### src/rtl/core/tsrw_pkg.sv
// Package for the timestamp reorder window: widths, result kinds and the
// record and control types shared by the cell chain and the top level.
// No dependencies.
package tsrw_pkg;

    // Store geometry
    localparam int STORE_DEPTH = 32;
    localparam int CNT_W       = $clog2(STORE_DEPTH + 1);

    // Field widths
    localparam int SEC_W  = 32;
    localparam int MIC_W  = 20;
    localparam int KEY_W  = SEC_W + MIC_W;
    localparam int TAG_W  = 16;
    localparam int WIN_W  = 6;
    localparam int KIND_W = 2;

    // Width used to compare the fill count against the window register
    localparam int CMP_W = (CNT_W > WIN_W) ? CNT_W : WIN_W;

    // Reset value of the window register
    localparam logic [WIN_W-1:0] WINDOW_RESET = WIN_W'(32);

    // Result kinds
    localparam logic [KIND_W-1:0] KIND_PACKET = 2'd0;
    localparam logic [KIND_W-1:0] KIND_ERROR  = 2'd1;
    localparam logic [KIND_W-1:0] KIND_END    = 2'd2;

    // One stored record: timestamp key (seconds above micros) and tag
    typedef struct packed {
        logic [KEY_W-1:0] key;
        logic [TAG_W-1:0] tag;
    } t_rec;

    // Chain-wide command, one per cycle
    typedef struct packed {
        logic insert;
        logic pop;
        logic clear;
    } t_cell_ctl;

endpackage

### src/rtl/core/tsrw_cell.sv
// One cell of the sorted insertion chain: holds a record and its valid flag,
// and shifts toward the tail on insert or toward the head on pop.
// Depends on tsrw_pkg.
module tsrw_cell (
    input  logic                i_clk,
    input  logic                i_rst_n,
    input  tsrw_pkg::t_cell_ctl i_ctl,
    input  tsrw_pkg::t_rec      i_new,
    input  tsrw_pkg::t_rec      i_prev_rec,
    input  logic                i_prev_valid,
    input  logic                i_prev_ge,
    input  tsrw_pkg::t_rec      i_next_rec,
    input  logic                i_next_valid,
    output tsrw_pkg::t_rec      o_rec,
    output logic                o_valid,
    output logic                o_ge
);
    import tsrw_pkg::*;

    logic r_valid;
    logic n_valid;
    t_rec r_rec;
    t_rec n_rec;

    // Held record stays ahead of the new one (ties keep arrival order)
    assign o_ge    = r_valid && (r_rec.key <= i_new.key);
    assign o_rec   = r_rec;
    assign o_valid = r_valid;

    // Pick next contents: keep, take the new record, or take a neighbor's
    always_comb begin
        n_valid = r_valid;
        n_rec   = r_rec;
        if (i_ctl.clear) begin
            n_valid = 1'b0;
        end else if (i_ctl.insert) begin
            if (!o_ge) begin
                if (i_prev_ge) begin
                    n_valid = 1'b1;
                    n_rec   = i_new;
                end else begin
                    n_valid = i_prev_valid;
                    n_rec   = i_prev_rec;
                end
            end
        end else if (i_ctl.pop) begin
            n_valid = i_next_valid;
            n_rec   = i_next_rec;
        end
    end

    always_ff @(posedge i_clk) begin
        if (!i_rst_n) begin
            r_valid <= 1'b0;
        end else begin
            r_valid <= n_valid;
        end
    end

    always_ff @(posedge i_clk) begin
        r_rec <= n_rec;
    end

endmodule

### config.mk
export PLATFORM = sky130hd
export DESIGN_NAME = tsrw_cell
export DESIGN_NICKNAME = d
export VERILOG_FILES = /design/src/rtl/core/tsrw_pkg.sv /design/src/rtl/core/tsrw_cell.sv
export SDC_FILE = /design/constraint.sdc
export NUM_CORES = 1
export LEC_CHECK = 0
export ABC_AREA = 1
export BUFFER_PORTS_ARGS = -buffer_cell sky130_fd_sc_hd__buf_2
export CAP_MARGIN = 20
export CORE_MARGIN = 2
export CORE_UTILIZATION = 41
export DETAILED_ROUTE_END_ITERATION = 8
export HOLD_SLACK_MARGIN = 0.06
export PLACE_DENSITY = 0.78
export SLEW_MARGIN = 20
export SYNTH_ARGS = -nofsm -noshare
export SYNTH_HDL_FRONTEND = slang
export SYNTH_SLANG_ARGS = --single-unit
### constraint.sdc
create_clock -name i_clk -period 3.86 [get_ports i_clk]
set_clock_uncertainty 0.15 [all_clocks]
set_input_delay 0.386 -clock i_clk [delete_from_list [all_inputs] [get_ports i_clk]]
set_output_delay 0.386 -clock i_clk [all_outputs]
set_load 0.005 [all_outputs]
**Word level (Yosys, flattened, before mapping)**

Cells that the tools add are included.

- Order comparisons: 1
- Equal/unequal tests: 1
- Mux-type cells: 8
- Bitwise gates (word level): 2
- Reductions and logical operators: 5

Operators by type and width:

| cell | number |
|---|---|
| 2-to-1 mux 68 bit | 4 |
| <= comparator 52 bit | 1 |
| 2-to-1 mux 1 bit | 4 |
| AND reduction 3 bit | 1 |
| inequality test 2 bit (second input constant) | 1 |
| NOT 1 bit | 2 |
| AND reduction 2 bit | 1 |
| nonzero test 2 bit | 1 |
| OR reduction 2 bit | 1 |
| logical AND 1 bit | 1 |

- Flip-flop bits (word level): 69
- Input bits: 212
- Output and inout bits: 70
- Logic and storage cells: 20

**Longest topological paths before layout**

Gate-level depths: netlist of run 1.

- Word-level depth: 4
- Mapped depth: 17
- Gate-level depth less buffers: 17

**Least setup slack after synthesis of run 1**

Ideal clock, no wire load.

- Kind: reg2reg
- Start point: reg r_rec, in the netlist o_rec[31]
- End point: reg r_rec, in the netlist o_rec[0], enable pin
- Library setup time: 0.440 ns
- Arrival time: 3.215 ns
- Data required time: 3.270 ns
- Path slack: 0.055 ns
- Stages on the path, launching flop included: 14
- Buffers on the path: 0
- Clock period less this slack: 3.805 ns
- Cells stage by stage: edfxtp_1 -> ha_1 -> nand2_1 -> nor2_1 -> nand2_2 -> nor2_4 -> nand2_1 -> nand3_2 -> nand2_2 -> nand3_2 -> nand2_2 -> nand3_2 -> nand2_1 -> nor2_2

- Longest elaborated chain between the ends: 4

RTL lines:

| what | RTL line | text |
|---|---|---|
| start, declared | tsrw_cell.sv:22 | `t_rec r_rec;` |
| start signal, assigned | tsrw_cell.sv:61 | `r_rec <= n_rec;` |
| <= comparator 52 bit | tsrw_cell.sv:26 | `assign o_ge = r_valid && (r_rec.key <= i_new.key);` |
| logical AND 1 bit | tsrw_cell.sv:26 |  |
| inequality test 2 bit (no line) | - |  |
| AND reduction 3 bit (no line) | - |  |

No other way between the ends.
A chain may end at the register's enable or synchronous reset.

**Worst setup path in the final report of run 1**

- Start point: reg r_rec, in the netlist o_rec[51]
- End point: reg r_rec, in the netlist o_rec[65], enable pin

Same word-level chain as after synthesis.

==> results of run 1 <==
## power by group
part	switching, mW	internal [mW]
Clock	0.314	0.566
Combinational	0.268	0.221
Sequential	0.0256	0.898
## flip-flops by register name (all words and copies together) (netlist names)
name and flops:
o_rec 68, o_valid 1
## per-layer routing
layer	vias up	wire length, um	global-route usage (%)	part of all wire (%)
met5	-	0	0	0
met4	0	165	6.10	1.1
met3	10	930	4.68	6.3
met2	198	7420	41.8	50
met1	2331	6230	25.8	42
li1	2623	-	-	-
## layout make-up
class	instances	area, sq um
Sequential cell	69	2060
Clock inverter	6	86.3
Multi-Input combinational cell	449	2460
Fill cell	1130	5080
Clock buffer	10	229
Inverter	74	279
Timing Repair Buffer	288	1470
Antenna cell	1	2.50
Tap cell	147	184
## kinds of logic after synthesis
family | count (synthesis)
flip-flops | 69
AND/OR/NAND/NOR | 228
buffers and inverters | 103
adder cells (fa/ha/maj) | 52
AO/OA/AOI/OAI | 169
## final timing paths
kind                                           start              endpoint  cells after the start  slack (ns)
worst max-delay path             o_rec[51]$_DFFE_PP_   o_rec[65]$_DFFE_PP_                     12        1.06
worst min-delay path                  i_next_rec[11]   o_rec[11]$_DFFE_PP_                      3        0.19
worst max register to register   o_rec[51]$_DFFE_PP_   o_rec[65]$_DFFE_PP_                     12        1.06
worst min register to register  o_valid$_SDFFE_PP0P_  o_valid$_SDFFE_PP0P_                      4        0.44
## worst max-delay path, stage by stage, from the launching register on
cell and delay [ns]:
edfxtp_1 0.39, ha_1 0.33, nand4_1 0.17, nor2_1 0.22, nand3_2 0.11, nor2_4 0.13, nand2_2 0.06, nand3_2 0.06
nand2_2 0.05, nand3_2 0.06, nand2_1 0.08, nor2_4 0.09, buf_4 0.51
## per-stage QoR
stage	power, mW	setup slack (ns)	hold slack, ns
3_5_place_dp	1.43	0.927	0.441
4_1_cts	2.31	1.03	0.176
6_report	2.29	1.06	0.189
5_1_grt	2.41	0.849	0.189
3_3_place_gp	1.41	0.985	0.434
2_1_floorplan	1.19	0.0554	0.389
## layout by cell type, fill, tap and decap left out, drive strengths merged
cell / n
nand2: 130
clkbuf: 10
dfxtp: 1
buf: 288
bufinv: 2
a211oi: 1
a21o: 3
o21a: 2
clkinv: 4
a21oi: 22
nand4: 3
o21ai: 140
o22ai: 1
ha: 52
inv: 74
edfxtp: 68
diode: 1
nand3: 8
nor2: 87
==> metrics.txt, run 1 <==
Synth Area in Compound Gates=17.5%; GRT Residual Overflow=0; Pleak=between 3 and 4 nW; cts repair resizes=0; Vias=a little over 5000; design area=slightly below 7000 sq um; Max-Cap Viols=0; GRT Overall Usage=between 20 and 25%; Cells after Synth=between 600 and 700; Distinct cells, synth=22; Power Density=roughly 340 nW/um^2; largest family of logic cells by synthesized area=simple AND/OR/NAND/NOR gates; vias in the first global route=a little under 5000; clock sinks=between 60 and 70; most instantiated cells after synthesis=nand2_1, o21ai_0, nor2_1; Setup TNS Final=0 ns; Residual DRC=0; die area=12900 sq um; fin crit period=around 2.8 ns; core area=roughly 12000 sq um; first-pass GRT wire length=22700 um; fmax=between 0.3 and 0.4 GHz; Final setup viols=0; post-synthesis sequential area ratio=between 40% and 50%; nets=~1200; critical path type=reg -> reg; Synth Net Count=885; DRT Pass-1 Iters=5; Post-synth EDFFs=between 60 and 70; Area growth, synth to finish=37.8%; worst path required time=around 3.7 ns; post-synthesis mux area share=0%; max-slew violations=0; CTS buffer count=9; Final Non-Filler Cells=between 1000 and 1500; Ys Warns=0; WL final=approximately 15000 um; Post-Synth Adder-Cell Area=around an eighth; GPL Wtd Cong=slightly above 0.8; Longest Clk Path Bufs=2; post-synthesis xor/xnor area fraction=0%; Synth top area share=a little over 40%; Async S/R FF share, synth=0%; mean number of vias per cell=between 4 and 5; Top FF cell, synth=edfxtp_1; Peak VDD IR=0.000168 V; Worst Path Max Fanout=44; worst-skew pair later-pin latency=about 0.32 ns; fraction of layout cells with a size suffix above 1=35.8%; Avg Cell Area, Syn=about 7.9 sq um; Mapped Area=between 4000 and 5000 sq um; Period Utilization, post-route=between 70% and 80%; RSZ-0062 raised after global routing=false; CTS root buffer=clkbuf_16; largest net degree at the start of global routing=70; die width=114 um; flops & latches, synth=69; worst min path class=in -> reg; Routed WL per cell=roughly 14 um; post-CTS setup buffer count=0; largest cells by area after synthesis=edfxtp_1, ha_1, o21ai_0; die height=about 110 um; Final Hold Viols=0; most common cell in the netlist=nand2_1; Arrival @ worst endpoint=between 2 and 3 ns; DP Cell Count=1027; worst-margin pin slew=approximately 0.90 ns; CP Capture Type=register; Post-DRT Antenna Nets=0; cts hold-fix bufs=0; clock-pin slew on the worst setup and hold paths=roughly 0.060 ns; Synth Area in Simple Gates=approximately a fifth; post-synth top area cell=edfxtp_1; Starting Density=41.5%; Starting DRT DRC Count=206; H-tree levels=3; CTS tree=done; status=completed; fin util=~57%; Startpoint Class=register; row count=40; antenna violations before repair=1; IO Pins=approximately 280; Placed Instance Area=approximately 6500 sq um; IO Port Bufs=between 200 and 300; hpwl dp=around 11000 um; relative slew slack=39.9%
No activity file was read; power rests on OpenSTA's default activity.
==> run 2, diff against run 1 <==
--- a/config.mk
+++ b/config.mk
@@ -5,14 +5,14 @@
 export SDC_FILE = /design/constraint.sdc
 export NUM_CORES = 1
 export LEC_CHECK = 0
-export ABC_AREA = 1
+export ABC_AREA = 0
 export BUFFER_PORTS_ARGS = -buffer_cell sky130_fd_sc_hd__buf_2
 export CAP_MARGIN = 20
-export CORE_MARGIN = 2
-export CORE_UTILIZATION = 41
+export CORE_AREA = 2 2 110 112
 export DETAILED_ROUTE_END_ITERATION = 8
+export DIE_AREA = 0 0 112 114
 export HOLD_SLACK_MARGIN = 0.06
-export PLACE_DENSITY = 0.78
+export PLACE_DENSITY = 0.77
 export SLEW_MARGIN = 20
 export SYNTH_ARGS = -nofsm -noshare
 export SYNTH_HDL_FRONTEND = slang
==> constraint.sdc (replaced) <==
create_clock -name i_clk -period 2.58 [get_ports i_clk]
set_clock_uncertainty 0.15 [all_clocks]
set_input_delay 0.258 -clock i_clk [delete_from_list [all_inputs] [get_ports i_clk]]
set_output_delay 0.258 -clock i_clk [all_outputs]
set_load 0.005 [all_outputs]
==> metrics.txt, run 2 <==
most common cell in the netlist=a21oi_1; Area growth, synth to finish=53.7%; Power Density=~500 nW/um^2; worst-skew pair later-pin latency=around 0.33 ns; worst min path class=in -> reg; mean number of vias per cell=4.99; hpwl dp=between 10000 and 15000 um; fin crit period=2.93 ns; WL final=~14000 um; Cells after Synth=approximately 490; Ys Warns=0; most instantiated cells after synthesis=a21oi_1, nor2_1, mux2i_1; Synth Net Count=around 760; flops & latches, synth=just under 70; RSZ-0062 raised after global routing=true; max-slew violations=0; largest net degree at the start of global routing=66; Setup TNS Final=-13.35 ns; CTS root buffer=clkbuf_16; most common cell after layout, fill and taps aside=buf_2; max reg flops=68; Async S/R FF share, synth=0%; die width=~110 um; fraction of layout cells with a size suffix above 1=between 40 and 50%; post-synth top area cell=edfxtp_1; CTS buffer count=9; fin util=a little under two thirds; critical path type=reg -> out; Vias=about 4800; worst-margin pin slew=a little under 0.5 ns; vias in the first global route=about 4800; worst path required time=between 2 and 2.5 ns; largest cells by area after synthesis=edfxtp_1, mux2i_1, ha_1; Final setup viols=roughly 70; clock sinks=between 60 and 70; row count=40; Longest Clk Path Bufs=2; antenna violations before repair=1; commonest cells after routing, fill and taps aside=buf_2, a21oi_1, nor2_1; Avg Cell Area, Syn=slightly below 10 sq um; post-synthesis sequential area ratio=a little over two fifths; Top FF cell, synth=edfxtp_1; IO Pins=about 280; CP Capture Type=output port; clock-pin slew on the worst setup and hold paths=around 0.060 ns; Starting DRT DRC Count=roughly 120; nets=roughly 1100; GRT Residual Overflow=0; first-pass GRT wire length=about 22000 um; die height=about 110 um; Residual DRC=0; failing checks=negative setup slack; core area=between 10000 and 15000 sq um; Mapped Area=~4800 sq um; Post-synth EDFFs=~70; status=complete, but fails checks; final setup margin=-0.355 ns; Routed WL per cell=approximately 15 um; IO Port Bufs=roughly 280; Pleak=roughly 3.8 nW; GPL Wtd Cong=0.835; Arrival @ worst endpoint=between 2 and 3 ns; fmax=~0.34 GHz; Period Utilization, post-route=114%; Worst Path Max Fanout=2; die area=approximately 13000 sq um; CTS tree=done; cts hold-fix bufs=0; Peak VDD IR=around 0.0003 V; Starting Density=between 40% and 50%; Final Hold Viols=0; Multi-input gate area=2650 sq um; Post-DRT Antenna Nets=0; Max-Cap Viols=0; Startpoint Class=register; DRT Pass-1 Iters=4; Distinct cells, synth=34; Fillers=slightly below 1000; GRT Overall Usage=roughly 22%; H-tree levels=3; Synth top area share=between 40 and 50%; Register Area=between 2000 and 2500 sq um; relative slew slack=between 60% and 70%
run 2: changes by cell type after synthesis, sizes merged, moves of 14 or more:
cell	change
inv	-21
mux2i	+69
nand2	-120
a21oi	+67
nor2	-14
o21ai	-135
run 2: cells by family (layout without fill, tap and decap cells):
family	Yosys count	count (layout)	synth area share, %
AOI/OAI and AO/OA	113	113	13.0
buffers and inverters	77	399	6.06
muxes	69	69	14.3
and+or+nand+nor	112	112	10.6
DFF	69	69	42.7
other	0	1	0
adders and majority gates	52	52	13.5
run 2: critical path: stages (launching register included):
cell       delay [ns]
edfxtp_1         0.39
ha_1             0.31
and4_4           0.19
a221o_1          0.36
a2111oi_4        0.38
o211ai_1         0.17
buf_4            0.18
a21oi_2          0.10
buf_2            0.13
run 2: final timing paths:
| path | start | endpoint | slack [ns] | cells past startpoint |
|---|---|---|---|---|
| worst max-delay path | o_rec[24]$_DFFE_PP_ | o_ge | -0.35 | 8 |
| worst min-delay path | i_ctl[0] | o_valid$_SDFFE_PP0P_ | 0.09 | 3 |
| worst max register to register | o_rec[24]$_DFFE_PP_ | o_rec[5]$_DFFE_PP_ | -0.31 | 9 |
| worst min register to register | o_valid$_SDFFE_PP0P_ | o_valid$_SDFFE_PP0P_ | 0.47 | 3 |
run 2: through the flow:
step	power (mW)	hold slack, ns	cell area [sq um]	setup slack [ns]	instances
5_1_grt	3.91	0.100	7430	-0.492	961
2_1_floorplan	1.87	0.276	4870	-0.184	492
6_report	3.71	0.0929	7430	-0.355	962
3_3_place_gp	2.29	0.420	6640	-0.193	924
3_5_place_dp	2.32	0.428	6640	-0.289	924
4_1_cts	3.76	0.0845	7450	-0.377	962
run 2: what timing repair did:
| item | CTS | global route |
|---|---|---|
| endpoints found under the setup margin | 69 | 69 |
| hold endpoints to repair | 0 | 0 |
| pin swaps | 9 | 7 |
| setup buffers | 15 | 6 |
| resized for setup | 26 | 11 |
| gates cloned | 8 | 2 |
run 2: cell type report:
class,instances,area share [%]
Multi-Input combinational cell,346,35.7
Sequential cell,69,27.7
Timing Repair Buffer,330,27.3
Clock buffer,11,3.27
Inverter,53,2.68
Tap cell,147,2.47
Clock inverter,5,0.825
Antenna cell,1,0.0337
run 2: power breakdown:
part | internal, mW | total, mW | switching (mW) | leakage [nW]
sequential | 1.37 | 1.43 | 0.0523 | 0.654
combinational | 0.564 | 1.05 | 0.483 | 2.97
clock | 0.776 | 1.24 | 0.462 | 0.138
run 2: metal layers:
layer / track usage [%] / up-vias / wire length [um]
met5: 0 / - / 11
met4: 5.85 / 2 / 172
met3: 5.42 / 18 / 1050
met2: 41.7 / 180 / 7620
met1: 23.8 / 2170 / 5520
li1: - / 2427 / -
